## config.mk

```make
export PLATFORM = sky130hd
export DESIGN_NAME = stable_priority_queue
export DESIGN_NICKNAME = d
export VERILOG_FILES = /design/src/hdl/spq_pkg.sv /design/src/hdl/stable_priority_queue.sv /design/src/hdl/spq_mem.sv
export VERILOG_INCLUDE_DIRS = /design/src /design/src/hdl
export SDC_FILE = /design/constraint.sdc
export NUM_CORES = 1
export LEC_CHECK = 0
export BUFFER_PORTS_ARGS = -buffer_cell sky130_fd_sc_hd__buf_2
export CAP_MARGIN = 20
export CORE_ASPECT_RATIO = 1.1
export CORE_MARGIN = 5
export CORE_UTILIZATION = 35
export CTS_BUF_LIST = sky130_fd_sc_hd__clkbuf_2
export CTS_CLUSTER_DIAMETER = 150
export DETAILED_ROUTE_END_ITERATION = 7
export GPL_TIMING_DRIVEN = 0
export HOLD_SLACK_MARGIN = 0.06
export PLACE_DENSITY = 0.46
export REMOVE_ABC_BUFFERS = 1
export SYNTH_ARGS = -nofsm -noshare
export SYNTH_HDL_FRONTEND = slang
export SYNTH_HIERARCHICAL = 1
export SYNTH_SLANG_ARGS = --single-unit
```

## constraint.sdc

```tcl
create_clock -name clock -period 10.2 [get_ports clock]
set_clock_uncertainty 0.2 [all_clocks]
set_input_delay 1.02 -clock clock [delete_from_list [all_inputs] [get_ports clock]]
set_output_delay 1.02 -clock clock [all_outputs]
set_load 0.005 [all_outputs]
```

## src/hdl/assert_macros.svh

```systemverilog
// assertion macros used by the top level rtl file
`ifndef ASSERT_MACROS_SVH
`define ASSERT_MACROS_SVH
`ifndef NO_ASSERTIONS
`define ASSERT_IMPLIES(label, clk, rst, pre, post) \
   label: assert property (@(posedge clk) disable iff (rst) (pre) |-> (post)) \
      else $error("assertion failed");
`define ASSERT_NEXT(label, clk, rst, pre, post) \
   label: assert property (@(posedge clk) disable iff (rst) (pre) |=> (post)) \
      else $error("assertion failed");
`else
`define ASSERT_IMPLIES(label, clk, rst, pre, post)
`define ASSERT_NEXT(label, clk, rst, pre, post)
`endif
`endif

```

## src/hdl/spq_pkg.sv

```systemverilog
// shared constants and types of the priority queue
package spq_pkg;
   localparam int CAPACITY_DEF      = 16;
   localparam int PRIORITY_BITS_DEF = 8;
   localparam int PAYLOAD_BITS_DEF  = 16;
   localparam int COUNT_BITS        = 5;

   typedef enum logic [1:0] {
      REQ_INSERT = 2'd0,
      REQ_READ   = 2'd1,
      REQ_CLEAR  = 2'd2,
      REQ_NONE   = 2'd3
   } req_kind_type;

   typedef enum logic [1:0] {
      ST_DONE  = 2'd0,
      ST_EMPTY = 2'd1,
      ST_FULL  = 2'd2
   } status_type;
endpackage

```

## src/hdl/stable_priority_queue.sv

```systemverilog
// top level of the stable priority queue
// use: one request beat on req_ gives exactly one result beat on rsp_.
// req_tdata carries the request kind, priority and payload; rsp_tdata the
// status, removed entry and count after the request.
// entries are kept sorted in one slot memory, ascending priority, equal
// priorities in arrival order. an insert moves the tail up one slot at a time
// from the top down; a read learns the top priority from the last slot, scans
// up from slot 0 for its earliest entry and then shifts the tail down.
// clear, no-op, insert into a full queue and read from an empty one go
// straight from idle to the result; an insert works longer the more entries
// move up, and a read walks every held slot wherever the entry sits.
// one request is in work at a time; req_tready is high only while idle, and
// comes back in the cycle the result beat shows up.
// the result sits in an output register until taken; with a stalled receiver
// the block still takes and works the next request, which then waits for the
// output register before going idle again.
// reset clears the count and the control state; slot contents are not
// cleared, only held slots are ever read.
module stable_priority_queue import spq_pkg::*; #(
   parameter int CAPACITY      = CAPACITY_DEF,
   parameter int PRIORITY_BITS = PRIORITY_BITS_DEF,
   parameter int PAYLOAD_BITS  = PAYLOAD_BITS_DEF
) (
   input  logic clock,
   input  logic reset,
   input  logic req_tvalid,
   output logic req_tready,
   // req_type, item_priority, item_payload (lowest bit first), zero fill
   input  logic [((2+PRIORITY_BITS+PAYLOAD_BITS+7)/8)*8-1:0] req_tdata,
   output logic rsp_tvalid,
   input  logic rsp_tready,
   // status, out_priority, out_payload, entry_count (lowest bit first), zero fill
   output logic [((2+PRIORITY_BITS+PAYLOAD_BITS+COUNT_BITS+7)/8)*8-1:0] rsp_tdata
);
`include "assert_macros.svh"
   localparam int AW  = $clog2(CAPACITY);
   localparam int CW  = $clog2(CAPACITY + 1);
   localparam int EW  = PRIORITY_BITS + PAYLOAD_BITS;
   localparam int OW  = ((2+PRIORITY_BITS+PAYLOAD_BITS+COUNT_BITS+7)/8)*8;
   localparam int PAD = OW - (2+EW+COUNT_BITS);

   typedef enum logic [2:0] {
      S_IDLE, S_INS_RD, S_INS_WAIT, S_FIND, S_DEL, S_RESULT
   } state_type;

   state_type          state_ff;
   logic [CW-1:0]      count_ff;
   logic [AW:0]        idx_ff;      // current slot, one spare bit
   logic [PRIORITY_BITS-1:0] new_prio_ff, top_ff;
   logic [PAYLOAD_BITS-1:0]  new_pay_ff;
   logic               pend_ff;     // read data of slot pend_addr_ff valid now
   logic [AW-1:0]      pend_addr_ff;
   logic [1:0]         status_ff;
   logic [EW-1:0]      out_ent_ff;
   logic [CW-1:0]      rcount_ff;
   logic               rvalid_ff;
   // output register, free of the working state
   logic [1:0]         rsp_status_ff;
   logic [EW-1:0]      rsp_ent_ff;
   logic [CW-1:0]      rsp_count_ff;
   logic               rsp_load;

   logic               wr_en;
   logic [AW-1:0]      wr_addr, rd_addr;
   logic [EW-1:0]      wr_data, rd_data;
   logic [PRIORITY_BITS-1:0] rd_prio;

   req_kind_type       kind;
   logic [PRIORITY_BITS-1:0] in_prio;
   logic [PAYLOAD_BITS-1:0]  in_pay;

   assign kind    = req_kind_type'(req_tdata[1:0]);
   assign in_prio = req_tdata[2 +: PRIORITY_BITS];
   assign in_pay  = req_tdata[2+PRIORITY_BITS +: PAYLOAD_BITS];
   assign rd_prio = rd_data[EW-1 -: PRIORITY_BITS];

   // result moves to the output register once that is empty or being taken
   assign rsp_load   = (state_ff == S_RESULT) && (!rvalid_ff || rsp_tready);
   assign req_tready = (state_ff == S_IDLE);
   assign rsp_tvalid = rvalid_ff;
   assign rsp_tdata  = {{PAD{1'b0}}, COUNT_BITS'(rsp_count_ff),
                        rsp_ent_ff[PAYLOAD_BITS-1:0],
                        rsp_ent_ff[EW-1 -: PRIORITY_BITS], rsp_status_ff};

   spq_mem #(.DEPTH(CAPACITY), .WIDTH(EW)) u_mem (
      .clock(clock), .wr_en(wr_en), .wr_addr(wr_addr), .wr_data(wr_data),
      .rd_addr(rd_addr), .rd_data(rd_data)
   );

   // insert: walk idx down from count-1; read slot idx, next cycle either
   //   move it to idx+1 (prio > new) or write new at idx+1 and finish.
   // find: read slot idx upward until prio == top; then del moves idx+1 to idx.
   always_comb begin
      wr_en   = 1'b0;
      wr_addr = pend_addr_ff + AW'(1);
      wr_data = rd_data;
      rd_addr = idx_ff[AW-1:0];
      case (state_ff)
         S_INS_WAIT: begin
            wr_en = pend_ff;
            if (pend_ff && rd_prio <= new_prio_ff) begin
               wr_data = {new_prio_ff, new_pay_ff};
            end
         end
         S_INS_RD: begin
            if (idx_ff[AW]) begin  // below slot 0: place new at slot 0
               wr_en   = 1'b1;
               wr_addr = '0;
               wr_data = {new_prio_ff, new_pay_ff};
            end
         end
         S_DEL: begin
            wr_en   = pend_ff;
            wr_addr = pend_addr_ff - AW'(1);
         end
         default: ;
      endcase
   end

   always_ff @(posedge clock) begin
      if (reset) begin
         state_ff  <= S_IDLE;
         count_ff  <= '0;
         rvalid_ff <= 1'b0;
         pend_ff   <= 1'b0;
      end else begin
         if (rsp_load)        rvalid_ff <= 1'b1;
         else if (rsp_tready) rvalid_ff <= 1'b0;
         case (state_ff)
            S_IDLE: begin
               pend_ff <= 1'b0;
               if (req_tvalid && req_tready) begin
                  new_prio_ff <= in_prio;
                  new_pay_ff  <= in_pay;
                  status_ff   <= ST_DONE;
                  out_ent_ff  <= '0;
                  rcount_ff   <= count_ff;
                  case (kind)
                     REQ_INSERT: begin
                        if (count_ff == CW'(CAPACITY)) begin
                           status_ff <= ST_FULL;
                           state_ff  <= S_RESULT;
                        end else begin
                           idx_ff   <= (AW+1)'(count_ff) - (AW+1)'(1);
                           state_ff <= S_INS_RD;
                        end
                     end
                     REQ_READ: begin
                        if (count_ff == '0) begin
                           status_ff <= ST_EMPTY;
                           state_ff  <= S_RESULT;
                        end else begin
                           // top entry lives in the last slot; read it first
                           idx_ff   <= (AW+1)'(count_ff) - (AW+1)'(1);
                           state_ff <= S_FIND;
                        end
                     end
                     REQ_CLEAR: begin
                        count_ff  <= '0;
                        rcount_ff <= '0;
                        state_ff  <= S_RESULT;
                     end
                     default: state_ff <= S_RESULT;
                  endcase
               end
            end
            S_INS_RD: begin
               if (idx_ff[AW]) begin
                  count_ff  <= count_ff + CW'(1);
                  rcount_ff <= count_ff + CW'(1);
                  state_ff  <= S_RESULT;
               end else begin
                  pend_ff      <= 1'b1;
                  pend_addr_ff <= idx_ff[AW-1:0];
                  state_ff     <= S_INS_WAIT;
               end
            end
            S_INS_WAIT: begin
               pend_ff <= 1'b0;
               if (rd_prio <= new_prio_ff) begin
                  count_ff  <= count_ff + CW'(1);
                  rcount_ff <= count_ff + CW'(1);
                  state_ff  <= S_RESULT;
               end else begin
                  idx_ff   <= idx_ff - (AW+1)'(1);
                  state_ff <= S_INS_RD;
               end
            end
            S_FIND: begin
               // pend_ff low: issuing read of top; high: data of pend_addr valid
               if (!pend_ff) begin
                  pend_ff      <= 1'b1;
                  pend_addr_ff <= idx_ff[AW-1:0];
                  top_ff       <= '0;
                  idx_ff       <= '0;
                  status_ff    <= ST_EMPTY; // marks top not yet known
               end else if (status_ff == ST_EMPTY) begin
                  top_ff       <= rd_prio;
                  status_ff    <= ST_DONE;
                  pend_addr_ff <= '0;
                  idx_ff       <= (AW+1)'(1);
               end else if (rd_prio == top_ff) begin
                  out_ent_ff   <= rd_data;
                  // shift slots pend+1 .. count-1 down one
                  pend_ff      <= 1'b0;
                  pend_addr_ff <= pend_addr_ff + AW'(1);
                  idx_ff       <= (AW+1)'(pend_addr_ff) + (AW+1)'(1);
                  state_ff     <= S_DEL;
               end else begin
                  pend_addr_ff <= idx_ff[AW-1:0];
                  idx_ff       <= idx_ff + (AW+1)'(1);
               end
            end
            S_DEL: begin
               if (idx_ff < (AW+1)'(count_ff)) begin
                  pend_ff      <= 1'b1;
                  pend_addr_ff <= idx_ff[AW-1:0];
                  idx_ff       <= idx_ff + (AW+1)'(1);
               end else begin
                  pend_ff   <= 1'b0;
                  count_ff  <= count_ff - CW'(1);
                  rcount_ff <= count_ff - CW'(1);
                  state_ff  <= S_RESULT;
               end
            end
            S_RESULT: begin
               pend_ff <= 1'b0;
               if (rsp_load) begin
                  rsp_status_ff <= status_ff;
                  rsp_ent_ff    <= out_ent_ff;
                  rsp_count_ff  <= rcount_ff;
                  state_ff      <= S_IDLE;
               end
            end
            default: state_ff <= S_IDLE;
         endcase
      end
   end

   `ASSERT_IMPLIES(a_count_cap, clock, reset, 1'b1, count_ff <= CW'(CAPACITY))
   `ASSERT_IMPLIES(a_no_accept_busy, clock, reset, state_ff != S_IDLE, !req_tready)
   `ASSERT_NEXT(a_result_follows, clock, reset, state_ff == S_RESULT, rvalid_ff)
   `ASSERT_NEXT(a_rsp_hold, clock, reset, rvalid_ff && !rsp_tready, rvalid_ff && $stable(rsp_tdata))
endmodule

```

## src/hdl/spq_mem.sv

```systemverilog
// simple dual port slot memory with registered read data
module spq_mem import spq_pkg::*; #(
   parameter int DEPTH = CAPACITY_DEF,
   parameter int WIDTH = PRIORITY_BITS_DEF + PAYLOAD_BITS_DEF
) (
   input  logic                     clock,
   input  logic                     wr_en,
   input  logic [$clog2(DEPTH)-1:0] wr_addr,
   input  logic [WIDTH-1:0]         wr_data,
   input  logic [$clog2(DEPTH)-1:0] rd_addr,
   output logic [WIDTH-1:0]         rd_data
);
   logic [WIDTH-1:0] mem [DEPTH];

   always_ff @(posedge clock) begin
      if (wr_en) begin
         mem[wr_addr] <= wr_data;
      end
      rd_data <= mem[rd_addr];
   end
endmodule
```

### Yosys cells after proc, flatten, opt, wreduce, memory -nomap -nowiden

Memories as Yosys holds them, arrays and structs flattened. A register that Yosys moved wholly into a read port is not among the register bits.
Index checks and enable logic that the tools add are counted.

* add/sub/neg operators: 7
* multipliers: 0
* div/mod/pow operators: 0
* $lt $le $gt $ge: 2
* eq/ne operators: 26
* shifts and indexed selects: 0
* mux-type cells: 64
* bitwise operators: 1
* reductions and logical operators: 27

Operators by type and width (count)
* 24-bit 2-to-1 mux: 6
* 24-bit case mux with 2 select lines: 2
* 5-bit 2-to-1 mux: 13
* 5-bit case mux with 4 select lines: 2
* 3-bit 2-to-1 mux: 10
* 4-bit 2-to-1 mux: 6
* 2-bit != test (second input constant): 10
* 3-bit case mux with 6 select lines: 1
* 6-bit AND reduction: 3
* 4-bit case mux with 3 select lines: 1
* 4-bit nonzero test: 3
* 1-bit 2-to-1 mux: 11
* 5-bit by 1-bit adder with 5-bit output (second input constant): 2
* 5-bit case mux with 2 select lines: 1
* 5-bit by 1-bit subtractor with 5-bit output (second input constant): 2
* 3-bit != test (second input constant): 3
* 3-bit AND reduction: 3
* 8-bit equality test: 1
* 8-bit less-or-equal comparator: 1
* 2-bit 2-to-1 mux: 4
* 8-bit 2-to-1 mux: 1
* 2-bit case mux with 2 select lines: 2
* 4-bit case mux with 2 select lines: 1
* 4-bit AND reduction: 2
* other kinds (29): 36

* flip-flop bits (word level): 113
* latch bits: 0
* bits in writable memories: 384
* memory bits (read-only): 0
* input port bits: 36
* output and inout bits: 34
* word-level logic and storage cells: 143
* memories: 1

Memories
* u_mem.mem: depth 16, width 24, rd ports 1, clocked after memory_dff 1, wr ports 1, line spq_mem.sv:13 `logic [WIDTH-1:0] mem [DEPTH];`

### Longest topological paths before layout

* depth after elaboration: 5
* depth in mapped cells: 10
* depth with buffers taken out: 8

### Modules after synthesis

Netlist, hierarchy kept.

Modules (own cells, without submodules)
* spq_mem: times used 1, cells an instance 636, area each 14930.6 sq um, seq. area each 12011.5 sq um
* stable_priority_queue: times used 1, cells an instance 478, area each 5709.2 sq um, seq. area each 3293.2 sq um

### Least setup slack after synthesis

OpenSTA, ideal clock, no wires.

* kind: register to register
* from: register state_ff[1]
* to: memory u_mem/mem[0][0] (netlist name), enable pin
* setup time: 0.435 ns
* data arrival time: 3.764 ns
* data required time: 9.565 ns
* slack: 5.801 ns
* cell stages (with the launch flop): 11
* path buffers: 2
* clock period less this slack: 4.399 ns
* cells stage by stage: dfxtp_1 -> buf_4 -> or3b_1 -> buf_6 -> o31a_1 -> nand3_1 -> o21ai_0 -> a22oi_1 -> o21ai_0 -> or3b_2 -> nor3_1

* elaborated cells on any way between the ends: 8
* classes of those cells: eq/ne (3); mux (4); reduce/logical (1)

RTL lines
* start, declared: line stable_priority_queue.sv:46 `state_type state_ff;`
* start signal, assigned: line stable_priority_queue.sv:122 `state_ff <= S_IDLE;`
* start signal, assigned: line stable_priority_queue.sv:142 `state_ff <= S_RESULT;`
* start signal, assigned: line stable_priority_queue.sv:145 `state_ff <= S_INS_RD;`
* 3-bit equality test or 3-bit by 1-bit equality test with 1-bit output (tied branches): line stable_priority_queue.sv:98 `case (state_ff)`
* 4-bit case mux with 2 select lines (*): line stable_priority_queue.sv:98
* via wr_addr[3]: line stable_priority_queue.sv:64 `logic [AW-1:0] wr_addr, rd_addr;`
* end, declared: line spq_mem.sv:13

The timed path passes the listed nets; every way through them passes the cells marked *.

### Worst setup path after layout

* from: register state_ff[2]
* to: memory u_mem/mem[0][10] (netlist name), enable pin

Same word-level chain as after synthesis.

==> impl_results.md <==
* Yosys cell types at 59
* Gpl congestion at 0.7441
* Max-cap check violation count at 0
* Area grow syn2layout at 18.38%
* Avg Inst Size Synth at roughly 19 um2
* Post-route minimum period at about 4.9 ns
* Cts bufs inserted at 140
* Vias in the first global route at around 12,000
* Final setup viols at 0
* Fin Setup TNS at 0 ns
* Worst IR drop on VDD at 0.00009318 V
* Unrepaired setup endpoints after global routing: false
* P per Cell Area at 249.2 nW/um2
* Simple-Gate Fraction of Synth Area at 0.04753
* Worst Max-Slew Pin Slew at roughly 1.1 ns
* DRT Pass-1 Iters at 5
* Aggregate global routing overflow at 0
* Startpoint types: flop
* Most frequent cell after synthesis: edfxtp_1
* Proportion of layout cells with a drive suffix above 1 at 0.3398
* Gate Count Post-Synth at 1,114
* WP data arrival at approximately 5.6 ns
* Number of synthesized flops with an enable pin at 487
* DR iter-0 viols at around 830
* Root buf cell: clkbuf_2
* Worst-path clk slew at 0.08 ns
* DR vias at 11,333
* Initial antenna violation count at 1
* I/O Pins at 70
* CTS tree: yes
* Met1 GRT Util at 0.2083
* Xor/xnor share of the synthesized area at 0.008063
* Top-area cell type share of the netlist area at 0.7085
* CP Max Fanout at 27
* Hpwl dp at 33,750 um
* Yosys warns at 6
* Main combinational cell family by area after synthesis: multiplexers
* CTS max path bufs at 3
* Layout fillers at 5,332
* Die Area at 63,930 um2
* Static leakage at ~8.5 nW
* Via density at slightly above 5
* Status: completed
* Layer with the highest usage: met2
* Post-CTS sizing at 0
* FF+latch count, synth at 521
* Avg WL per Cell at 23.94 um
* Hold Violations, Final at 0
* Clk_lat worst skew at ~1.2 ns
* Nets at 1,396
* Final worst-path cycle share at 0.4769
* Synthesized area at 20,640 um2
* Die height at 264.7 um
* Fmax at 205.6 MHz
* CTS Sinks at around 520
* Final wirelength at 52,820 um
* Kind of critical path: reg2reg
* Met3 Usage GRT at 0.04467
* Worst min path class: reg2reg
* Critical path endpoint category: flop
* Delay of the slowest critical-path stage at 0.95 ns
* Post-DRT Antenna Nets at 0
* Total track usage at 0.1670
* Slew headroom at 0.2853
* Sequential area share after synthesis at 0.7415
* Core Util, Final at 0.4175
* Fin. max-slew vios at 0
* Met2 usage in global routing at 0.2845
* Async SR Flop Fraction at 0
* Req. time, crit path at 10.90 ns
* Crit path cell chain: or3b_1 -> o31a_1 -> nand3_1 -> o21ai_0 -> a22oi_1 -> o21ai_0 -> or3b_2 -> nor3_2 -> buf_4 -> buf_6
* Post-synthesis adder-cell area fraction at 0.01152
* Synth top area cells: edfxtp_1 (71%), mux4_2 (10%), dfxtp_1 (3.3%)
* DRC Markers at 0
* Placeable Area at between 50,000 and 60,000 um2
* Largest net degree at the start of global routing at 33
* First-pass GRT wire length at 78,760 um
* Die Wd at 241.5 um
* CTS H-tree lvls at 4
* Std-Cell Rows at 93
* Initial Utilization at 0.3526
* Port Buf Inserts at slightly above 60
* Main synth FF type: edfxtp_1
* Most used cell, CP: o21ai_0
* Synth Area in Compound Gates at 0.04904
* Leading area contributor after synthesis: edfxtp_1
* Mux contribution to synthesized area at 0.1218
* Post-synth top cells: edfxtp_1 (487), mux4_2 (96), nand2_1 (63)
* CP max-delay cell: dfxtp_1
[critical path, delay by kind of cell (launching register included)]
family,cells,cell delay (ns)
flops,1,0.95
compound gates,4,0.70
buf+inv,2,0.55
simple gates,4,2.11
[power by group]
group / internal (W) / switching (W) / leakage [nW]
registers: 0.00284 / 0.000155 / 4.69
logic: 0.000648 / 0.000970 / 2.84
clock network: 0.000624 / 0.000849 / 0.980
total: 0.00411 / 0.00197 / 8.51
[path summary, 6_finish.rpt]
| kind | start | end | slack, ns | cells after the start |
|---|---|---|---|---|
| hold / removal | out_ent_ff[6]$_SDFFCE_PN0P_ | rsp_ent_ff[6]$_DFFE_PP_ | 0.19 | 0 |
| setup reg to reg | state_ff[2]$_SDFFE_PP0P_ | u_mem/mem[0][10]$_DFFE_PP_ | 5.34 | 10 |
| setup / recovery | state_ff[2]$_SDFFE_PP0P_ | u_mem/mem[0][10]$_DFFE_PP_ | 5.34 | 10 |
| hold reg to reg | out_ent_ff[6]$_SDFFCE_PN0P_ | rsp_ent_ff[6]$_DFFE_PP_ | 0.19 | 0 |
[sequential cells by signal (all words and copies together), names as in the netlist]
name	cells
out_ent_ff	24
count_ff	5
rsp_count_ff	5
u_mem/mem	384
state_ff	3
top_ff	8
rsp_status_ff	2
rsp_tvalid	1
rcount_ff	5
new_prio_ff	8
pend_ff	1
u_mem/rd_data	24
rsp_ent_ff	24
pend_addr_ff	4
idx_ff	5
status_ff	2
new_pay_ff	16
[metal layers]
metal,share of wire,wire length [um]
met5,0,0
met1,0.42,22100
met4,0.018,970
met3,0.056,2954
met2,0.51,26790
[cells by family after synthesis]
group | count (synthesis)
mux | 128
fa+ha+maj | 19
xor+xnor | 19
other cells | 1
compound gates | 143
buf+inv | 87
flops | 521
simple gates | 196
[layout by cell type (no fill, tap or decap), types with 4 or more instances in the layout]
cell,netlist,routed
o21ai_0,21,21
clkinv_1,0,26
buf_16,0,24
a31oi_1,5,5
ha_1,19,19
dfxtp_1,34,33
inv_1,24,24
buf_6,8,13
nand2_1,63,63
clkbuf_2,0,212
a22oi_1,53,53
xnor2_1,6,6
nor2_4,0,14
and2_1,13,12
dlygate4sd3_1,0,33
a21oi_1,24,24
mux4_2,96,96
edfxtp_1,487,487
a211o_1,4,4
o31ai_1,4,4
nand3_1,12,12
and3_1,26,24
buf_2,15,62
nor3_2,0,5
nor4_1,5,5
nor2_1,37,23
xor2_1,13,13
nand2b_1,9,9
mux2i_1,7,7
buf_12,0,13
nor3_1,11,6
mux2_2,25,25
[final cells by class]
| type | count | area [um2] | area share |
|---|---|---|---|
| sequential | 521 | 15310 | 0.6264 |
| multi-input combinational | 506 | 5065 | 0.2073 |
| timing repair buffer | 148 | 1745 | 0.07144 |
| clock buffer | 212 | 1061 | 0.04342 |
| tap | 760 | 950.9 | 0.03892 |
| clock inverter | 34 | 212.7 | 0.008705 |
| inverter | 24 | 90.09 | 0.003687 |
| antenna | 1 | 2.502 | 0.0001024 |
[stage by stage]
stage	setup slack, ns	instances	power (W)	hold WS [ns]	cell area (um2)
floorplan	4.603	1051	0.003990	0.2003	20310
global placement	1.494	1873	0.004548	0.2007	21570
detailed placement	5.347	1926	0.004687	0.2045	22830
CTS	5.349	2205	0.006201	0.06295	24430
global route	5.204	2206	0.006463	0.1240	24430
finish	5.335	2206	0.006088	0.1915	24430
[what timing repair did]
action,CTS,global route
hold buffers,33,0
buffers inserted,0,0
hold endpoints to repair,61,0
(Power assumes the default switching activity.)
